`config.mk`:
```
export PLATFORM = sky130hd
export DESIGN_NAME = modbus_write_register_frame_receiver_top
export DESIGN_NICKNAME = d
export VERILOG_FILES = /design/src/rtl/core/mbwrfr_pkg.sv /design/src/rtl/core/modbus_write_register_frame_receiver_top.sv /design/src/rtl/core/mbwrfr_cfg_regs.sv /design/src/rtl/core/mbwrfr_parser.sv /design/src/rtl/core/mbwrfr_out_reg.sv
export SDC_FILE = /design/constraint.sdc
export NUM_CORES = 1
export LEC_CHECK = 0
export ABC_AREA = 0
export BUFFER_PORTS_ARGS = -buffer_cell sky130_fd_sc_hd__buf_2
export CORE_MARGIN = 2
export CORE_UTILIZATION = 40
export DETAILED_ROUTE_END_ITERATION = 10
export MAX_ROUTING_LAYER = met4
export PLACE_DENSITY = 0.55
export SYNTH_ARGS = -nofsm -noshare
export SYNTH_HDL_FRONTEND = slang
export SYNTH_HIERARCHICAL = 1
export SYNTH_SLANG_ARGS = --single-unit
```
`constraint.sdc`:
```
create_clock -name clk -period 2.92 [get_ports clk]
set_input_delay 0.438 -clock clk [delete_from_list [all_inputs] [get_ports clk]]
set_output_delay 0.438 -clock clk [all_outputs]
set_load 0.01 [all_outputs]
```
`src/rtl/core/mbwrfr_pkg.sv`:
```
`default_nettype none

package mbwrfr_pkg;

  // Configuration register indexes.
  localparam int unsigned CFG_INDEX_W = 8;
  localparam logic [CFG_INDEX_W-1:0] REG_STATION_ADDRESS   = 8'd0;
  localparam logic [CFG_INDEX_W-1:0] REG_EXPECTED_FUNCTION = 8'd1;

  localparam logic [7:0] STATION_ADDRESS_RESET   = 8'h01;
  localparam logic [7:0] EXPECTED_FUNCTION_RESET = 8'h06;

  // Modbus CRC16, reflected form.
  localparam logic [15:0] CRC_INIT = 16'hFFFF;
  localparam logic [15:0] CRC_POLY = 16'hA001;

  // Positions within a frame, counted as bytes taken so far.
  localparam logic [2:0] POS_AFTER_ADDRESS  = 3'd1;
  localparam logic [2:0] POS_AFTER_FUNCTION = 3'd2;
  localparam logic [2:0] POS_REGISTER_LOW   = 3'd3;
  localparam logic [2:0] POS_VALUE_LOW      = 3'd5;
  localparam logic [2:0] POS_CRC_LOW        = 3'd6;
  localparam logic [2:0] POS_CRC_HIGH       = 3'd7;

  typedef enum logic [2:0] {
    PH_HUNT = 3'd0,
    PH_FUNC = 3'd1,
    PH_BODY = 3'd2,
    PH_CRC  = 3'd3
  } phase_t;

  typedef struct packed {
    logic [7:0] station_address;
    logic [7:0] expected_function;
  } cfg_t;

  typedef struct packed {
    logic       frame_good;
    logic [7:0] register_low;
    logic [7:0] value_low;
  } result_t;

  // One byte through the CRC, one bit per step.
  function automatic logic [15:0] crc_feed(input logic [15:0] crc_in, input logic [7:0] data);
    logic [15:0] c;
    c = crc_in ^ {8'h00, data};
    for (int i = 0; i < 8; i++) begin
      if (c[0]) begin
        c = (c >> 1) ^ CRC_POLY;
      end else begin
        c = c >> 1;
      end
    end
    return c;
  endfunction

endpackage

`default_nettype wire

```
`src/rtl/core/modbus_write_register_frame_receiver_top.sv`:
```
// Modbus RTU write-single-register frame receiver.
//
// Bytes from the serial line enter on the input channel (in_valid, in_stall,
// rx_byte), one per transaction. The block hunts for the station address,
// checks the function code, collects the four body bytes and the two CRC
// bytes, and on the eighth byte of a frame issues one result transaction
// (frame_good, register_low, value_low) on the output channel
// (out_valid, out_stall). Bytes outside a frame produce nothing.
// The two configuration registers, station address and expected function
// code, are written through cfg_valid, cfg_ready, cfg_index and cfg_data;
// the user must do so only while the block is idle, which the block itself
// does not enforce; cfg_ready is always high. A byte is taken into an
// input register and processed from there; the result goes to the output
// register. One byte can be accepted in every cycle unless the input stalls,
// with the whole CRC byte update between the input and result registers.
// If the receiver stalls, the result waits in the output register; bytes
// that produce no result keep flowing, and the input stalls only when a
// further frame completes while the earlier result is still waiting.
// Synchronous reset restores the default station address 0x01 and function
// code 0x06, empties both registers and restarts the hunt for an address.

`default_nettype none

module modbus_write_register_frame_receiver_top (
  input  wire logic                               clk,
  input  wire logic                               rst,
  input  wire logic                               cfg_valid,
  output logic                                    cfg_ready,
  input  wire logic [mbwrfr_pkg::CFG_INDEX_W-1:0] cfg_index,
  input  wire logic [7:0]                         cfg_data,
  input  wire logic                               in_valid,
  output logic                                    in_stall,
  input  wire logic [7:0]                         rx_byte,
  output logic                                    out_valid,
  input  wire logic                               out_stall,
  output logic                                    frame_good,
  output logic [7:0]                              register_low,
  output logic [7:0]                              value_low
);

  mbwrfr_pkg::cfg_t    cfg;
  mbwrfr_pkg::result_t res;
  logic                res_load;
  logic                out_free;

  mbwrfr_cfg_regs u_cfg (
    .clk       (clk),
    .rst       (rst),
    .cfg_valid (cfg_valid),
    .cfg_ready (cfg_ready),
    .cfg_index (cfg_index),
    .cfg_data  (cfg_data),
    .cfg       (cfg)
  );

  mbwrfr_parser u_parser (
    .clk      (clk),
    .rst      (rst),
    .in_valid (in_valid),
    .in_stall (in_stall),
    .rx_byte  (rx_byte),
    .cfg      (cfg),
    .out_free (out_free),
    .res_load (res_load),
    .res      (res)
  );

  mbwrfr_out_reg u_out (
    .clk          (clk),
    .rst          (rst),
    .res_load     (res_load),
    .res          (res),
    .out_free     (out_free),
    .out_valid    (out_valid),
    .out_stall    (out_stall),
    .frame_good   (frame_good),
    .register_low (register_low),
    .value_low    (value_low)
  );

endmodule

`default_nettype wire

```
`src/rtl/core/mbwrfr_cfg_regs.sv`:
```
`default_nettype none

module mbwrfr_cfg_regs (
  input  wire logic                               clk,
  input  wire logic                               rst,
  input  wire logic                               cfg_valid,
  output logic                                    cfg_ready,
  input  wire logic [mbwrfr_pkg::CFG_INDEX_W-1:0] cfg_index,
  input  wire logic [7:0]                         cfg_data,
  output mbwrfr_pkg::cfg_t                        cfg
);

  // Writes are always taken; indexes beyond the register list are ignored.
  assign cfg_ready = 1'b1;

  always_ff @(posedge clk) begin
    if (rst) begin
      cfg.station_address   <= mbwrfr_pkg::STATION_ADDRESS_RESET;
      cfg.expected_function <= mbwrfr_pkg::EXPECTED_FUNCTION_RESET;
    end else if (cfg_valid && cfg_ready) begin
      case (cfg_index)
        mbwrfr_pkg::REG_STATION_ADDRESS:   cfg.station_address   <= cfg_data;
        mbwrfr_pkg::REG_EXPECTED_FUNCTION: cfg.expected_function <= cfg_data;
        default: ;
      endcase
    end
  end

endmodule

`default_nettype wire

```
`src/rtl/core/mbwrfr_parser.sv`:
```
`default_nettype none

module mbwrfr_parser (
  input  wire logic                 clk,
  input  wire logic                 rst,
  input  wire logic                 in_valid,
  output logic                      in_stall,
  input  wire logic [7:0]           rx_byte,
  input  wire mbwrfr_pkg::cfg_t     cfg,
  input  wire logic                 out_free,
  output logic                      res_load,
  output mbwrfr_pkg::result_t       res
);

  // Input register.
  logic       s1_valid;
  logic [7:0] s1_byte;

  // Frame state.
  mbwrfr_pkg::phase_t phase, phase_next;
  logic [2:0]  byte_count, byte_count_next;
  logic [15:0] crc_acc, crc_acc_next;
  logic [7:0]  held_register, held_register_next;
  logic [7:0]  held_value, held_value_next;
  logic        crc_low_match, crc_low_match_next;
  logic        res_valid;
  logic        advance;

  always_comb begin
    phase_next         = phase;
    byte_count_next    = byte_count;
    crc_acc_next       = crc_acc;
    held_register_next = held_register;
    held_value_next    = held_value;
    crc_low_match_next = crc_low_match;
    res_valid          = 1'b0;
    res.frame_good     = 1'b0;
    res.register_low   = held_register;
    res.value_low      = held_value;
    case (phase)
      mbwrfr_pkg::PH_FUNC: begin
        if (s1_byte == cfg.expected_function) begin
          crc_acc_next    = mbwrfr_pkg::crc_feed(crc_acc, s1_byte);
          byte_count_next = mbwrfr_pkg::POS_AFTER_FUNCTION;
          phase_next      = mbwrfr_pkg::PH_BODY;
        end else begin
          phase_next         = mbwrfr_pkg::PH_HUNT;
          byte_count_next    = 3'd0;
          crc_acc_next       = mbwrfr_pkg::CRC_INIT;
          crc_low_match_next = 1'b0;
        end
      end
      mbwrfr_pkg::PH_BODY: begin
        crc_acc_next = mbwrfr_pkg::crc_feed(crc_acc, s1_byte);
        if (byte_count == mbwrfr_pkg::POS_REGISTER_LOW) begin
          held_register_next = s1_byte;
        end else if (byte_count == mbwrfr_pkg::POS_VALUE_LOW) begin
          held_value_next = s1_byte;
        end
        byte_count_next = byte_count + 3'd1;
        if (byte_count_next == mbwrfr_pkg::POS_CRC_LOW) begin
          phase_next = mbwrfr_pkg::PH_CRC;
        end
      end
      mbwrfr_pkg::PH_CRC: begin
        if (byte_count == mbwrfr_pkg::POS_CRC_LOW) begin
          crc_low_match_next = (s1_byte == crc_acc[7:0]);
          byte_count_next    = mbwrfr_pkg::POS_CRC_HIGH;
        end else begin
          res_valid          = 1'b1;
          res.frame_good     = crc_low_match && (s1_byte == crc_acc[15:8]);
          phase_next         = mbwrfr_pkg::PH_HUNT;
          byte_count_next    = 3'd0;
          crc_acc_next       = mbwrfr_pkg::CRC_INIT;
          crc_low_match_next = 1'b0;
        end
      end
      default: begin
        // Hunting, and any unused phase code behaves as hunting.
        crc_low_match_next = 1'b0;
        if (s1_byte == cfg.station_address) begin
          crc_acc_next    = mbwrfr_pkg::crc_feed(mbwrfr_pkg::CRC_INIT, s1_byte);
          byte_count_next = mbwrfr_pkg::POS_AFTER_ADDRESS;
          phase_next      = mbwrfr_pkg::PH_FUNC;
        end else begin
          phase_next      = mbwrfr_pkg::PH_HUNT;
          byte_count_next = 3'd0;
          crc_acc_next    = mbwrfr_pkg::CRC_INIT;
        end
      end
    endcase
  end

  // A byte is processed unless it completes a frame while the result
  // register is still full and stalled.
  assign advance  = s1_valid && (!res_valid || out_free);
  assign res_load = advance && res_valid;
  assign in_stall = s1_valid && !advance;

  always_ff @(posedge clk) begin
    if (rst) begin
      s1_valid <= 1'b0;
    end else if (in_valid && !in_stall) begin
      s1_valid <= 1'b1;
    end else if (advance) begin
      s1_valid <= 1'b0;
    end
  end

  always_ff @(posedge clk) begin
    if (in_valid && !in_stall) begin
      s1_byte <= rx_byte;
    end
  end

  always_ff @(posedge clk) begin
    if (rst) begin
      phase         <= mbwrfr_pkg::PH_HUNT;
      byte_count    <= 3'd0;
      crc_acc       <= mbwrfr_pkg::CRC_INIT;
      held_register <= 8'h00;
      held_value    <= 8'h00;
      crc_low_match <= 1'b0;
    end else if (advance) begin
      phase         <= phase_next;
      byte_count    <= byte_count_next;
      crc_acc       <= crc_acc_next;
      held_register <= held_register_next;
      held_value    <= held_value_next;
      crc_low_match <= crc_low_match_next;
    end
  end

  a_func_count: assert property (@(posedge clk) disable iff (rst)
    (phase == mbwrfr_pkg::PH_FUNC) |-> (byte_count == mbwrfr_pkg::POS_AFTER_ADDRESS))
    else $error("awaiting function code with wrong byte count");

  a_body_count: assert property (@(posedge clk) disable iff (rst)
    (phase == mbwrfr_pkg::PH_BODY) |-> (byte_count >= 3'd2 && byte_count <= 3'd5))
    else $error("body byte count out of range");

  a_crc_count: assert property (@(posedge clk) disable iff (rst)
    (phase == mbwrfr_pkg::PH_CRC) |->
      (byte_count == mbwrfr_pkg::POS_CRC_LOW || byte_count == mbwrfr_pkg::POS_CRC_HIGH))
    else $error("CRC byte count out of range");

  a_load_end: assert property (@(posedge clk) disable iff (rst)
    res_load |=> (phase == mbwrfr_pkg::PH_HUNT && byte_count == 3'd0 && !crc_low_match))
    else $error("frame end did not restart the hunt");

endmodule

`default_nettype wire

```
`src/rtl/core/mbwrfr_out_reg.sv`:
```
`default_nettype none

module mbwrfr_out_reg (
  input  wire logic                clk,
  input  wire logic                rst,
  input  wire logic                res_load,
  input  wire mbwrfr_pkg::result_t res,
  output logic                     out_free,
  output logic                     out_valid,
  input  wire logic                out_stall,
  output logic                     frame_good,
  output logic [7:0]               register_low,
  output logic [7:0]               value_low
);

  assign out_free = !out_valid || !out_stall;

  always_ff @(posedge clk) begin
    if (rst) begin
      out_valid <= 1'b0;
    end else if (res_load) begin
      out_valid <= 1'b1;
    end else if (!out_stall) begin
      out_valid <= 1'b0;
    end
  end

  always_ff @(posedge clk) begin
    if (res_load) begin
      frame_good   <= res.frame_good;
      register_low <= res.register_low;
      value_low    <= res.value_low;
    end
  end

  a_no_overwrite: assert property (@(posedge clk) disable iff (rst)
    (out_valid && out_stall) |-> !res_load)
    else $error("result overwritten while stalled");

  a_hold: assert property (@(posedge clk) disable iff (rst)
    (out_valid && out_stall) |=> (out_valid && $stable(register_low) && $stable(value_low)))
    else $error("stalled result changed");

  a_load_shows: assert property (@(posedge clk) disable iff (rst)
    res_load |=> out_valid)
    else $error("loaded result not presented");

endmodule

`default_nettype wire

```
==> flow_summary.yaml <==
die:
  core_area_um2: 9640
  num_io_pins: 49
  die_y_um: 103
  num_rows: 36
  die_x_um: 103
  dieArea_um2: 10600
  start_util_pct: 40.6
worst_hold_path:
  hold_end: "u_parser/s1_byte[5]"
  hp-class: "in -> reg"
  hold_start: "rx_byte[5]"
  hold_depth: 1
placed_design:
  place_ws_ps: 480
  dp_hpwl_um: 6220
  place_inst: 539
  io_buffers: 47
  gp_congestion: 0.793
cts:
  htreeDepth: 3
  postCtsSetupBuffers: 0
  clock_latency_ps: 350
  cts.sink_count: 81
  root_buffer: "clkbuf_8"
  clk_pin_slew_ps: 90
  numCtsBuffers: 9
  cts_buffer_depth: 2
  cts_resized: 0
  cts_hold_buf: 0
  cts_tree: "done"
critical_path:
  crit_type: "reg -> reg"
  crit-reg2reg-launch: "u_parser/s1_byte[5]"
  critPathLaunchType: "flip-flop"
  r2r_end: "u_parser/crc_acc[6]"
  worstPathArrival_ps: 2750
  startpoint: "u_parser/s1_byte[5]"
  cp_max_fo: 13
  reg2reg_slack_ps: 460
  cp-end-kind: "flip-flop"
  cp.required_ps: 3210
  ff2ff_path_depth: 6
outcome:
  status: "finished clean"
yosys:
  synth_top_area_cell: "dfxtp_1"
  syn_inst: 376
  yosysSeqAreaShare_pct: 47.8
  yosys-top-cells-count: "56 x dfxtp_1, 34 x xnor2_1, 29 x nand2_1, 28 x nor2_1, 25 x edfxtp_1"
  postSynthAreaPerCell_um2: 10.4
  syn-num-nets: 414
  async_reset_ff_share_pct: 0
  ys_top_cells_by_area: "dfxtp_1 29%, edfxtp_1 19%, xnor2_1 7.6%, mux2i_1 5.4%, xor2_1 2.9%"
  synth_most_common_cell: "dfxtp_1"
  yosys_warnings: 6
  netlist_area_um2: 3920
  synth_edf_count: 25
  synth-seq-cells: 81
  synth_cell_type_count: 50
  yosysTopAreaCellShare_pct: 28.6
  ys.flop_type: "dfxtp_1"
global_route:
  grt_max_degree: 36
  grt_pass1_wl_um: 13900
  antenna_found_initial: 0
  overflow: 0
  track_usage_pct: 18.0
  grt_pass1_vias: 2645
routing:
  post-route-drc-count: 0
  viasPerCell: 5.02
  wl_um: 8740
  routedWlPerCell_um: 15.8
  drtPass1Iterations: 5
  drt_iter0_markers: 119
  dr_total_vias: 2786
  ant_nets: 0
timing:
  hold_violations: 0
  max_freq_ghz: 0.407
  rsz0062_at_grt: "no"
  tns_ps: 0
  slew_viol_final: 0
  post-route-period-util_pct: 84.2
  skew_ps: 11.8
  holdWs_ps: 251
  period_minus_slack_ps: 2460
  slew_headroom_pct: 31.9
  final.setup.worst_slack_ps: 462
  worst_slew_pin_slew_ps: 1020
  setup_viol: 0
finish:
  drive_gt1_share_pct: 19.2
  stdcell_count: 555
  area_growth_pct: 13.5
  layout.nets: 455
  final_core_util_pct: 46.1
  antenna_cells: 0
power:
  p_leak_nw: 1.68
  powerDensity_nw_per_um2: 529
  vdd_drop_max_mv: 0.219
run:
  cap_violations: 0
[critical path, cell delays in order (launching register included)]
cell and delay [ps]:
edfxtp_1 780, xnor2_1 150, nand3_1 190, nor4_1 90
nor2_1 780, o221ai_1 250, nand3_1 130
[sequential cells by signal, indices dropped and copies added (netlist names), named ones only]
register / flops
u_out/value_low: 8
u_out/frame_good: 1
u_parser/crc_low_match: 1
u_parser/crc_acc: 16
u_out/register_low: 8
u_parser/s1_valid: 1
u_parser/phase: 1
u_parser/s1_byte: 8
u_cfg/cfg: 16
u_parser/held_value: 8
u_out/out_valid: 1
u_parser/held_register: 8
u_parser/byte_count: 3
[metal layers]
layer	GRT usage (%)	share of wire (%)	wire (um)
met5	-	0	0
met1	23.7	47	4150
met3	2.78	4.2	371
met4	7.49	2.0	174
met2	27.8	46	4050
[layout by cell type (no fill, tap or decap), types with 3 or more instances in the layout]
cell | synthesis | layout
dfxtp_1 | 56 | 56
buf_2 | 7 | 47
xnor2_1 | 34 | 34
nand2_1 | 29 | 29
nor2_1 | 28 | 28
edfxtp_1 | 25 | 25
mux2i_1 | 21 | 21
a21oi_1 | 19 | 19
nand2b_1 | 16 | 16
xor2_1 | 13 | 13
nor3_1 | 11 | 11
nand3_1 | 11 | 11
clkbuf_8 | 0 | 10
buf_4 | 2 | 9
o21ai_1 | 9 | 9
ha_1 | 9 | 9
inv_1 | 7 | 7
nand4_1 | 7 | 7
o31ai_1 | 5 | 5
o221ai_1 | 5 | 5
nor4_1 | 4 | 4
clkinvlp_4 | 0 | 3
o21a_1 | 3 | 3
a211oi_1 | 3 | 3
nor2b_1 | 3 | 3
a221oi_1 | 3 | 3
[layout make-up]
cell class	instances	area [um^2]
sequential	81	1870
clock inverter	5	56.3
timing repair buffer	56	303
fill	962	5190
clock buffer	11	141
tap	133	166
inverter	7	26.3
multi-input combinational	262	1880
[worst max path at each step]
| stage | cells after the start | end | slack, ps |
|---|---|---|---|
| floorplan | 9 | u_parser/crc_acc[0] | 420 |
| detailed placement | 8 | u_parser/crc_acc[0] | 480 |
| finish | 6 | u_parser/crc_acc[6] | 460 |
| global placement | 8 | u_parser/crc_acc[0] | 550 |
| global route | 8 | in_stall | 360 |
| CTS | 8 | u_parser/crc_acc[0] | 470 |
[power breakdown]
part	internal (mW)	leakage, nW	switching [mW]
Combinational	0.148	0.868	0.153
Clock	0.416	0.0892	0.416
Sequential	1.18	0.724	0.0436
Total	1.74	1.68	0.612
[metrics by stage]
stage                     instance area, um^2  total power, mW
after floorplan                          3920             1.47
after global placement                   4250             1.54
after detailed placement                 4250             1.55
after CTS                                4450             2.37
after global routing                     4450             2.44
final                                    4450             2.35
[kinds of logic (layout without fill, tap and decap cells)]
logic type | after synthesis | count (layout) | share of synthesized area (%)
xor+xnor | 53 | 53 | 13.6
other cells | 1 | 1 | 0.0958
fa+ha+maj | 9 | 9 | 2.88
buf+inv | 33 | 79 | 4.15
flops | 81 | 81 | 47.8
mux | 21 | 21 | 5.37
compound gates | 56 | 56 | 9.94
simple gates | 122 | 122 | 16.1
Note: power is estimated with default switching activity, not from simulation.
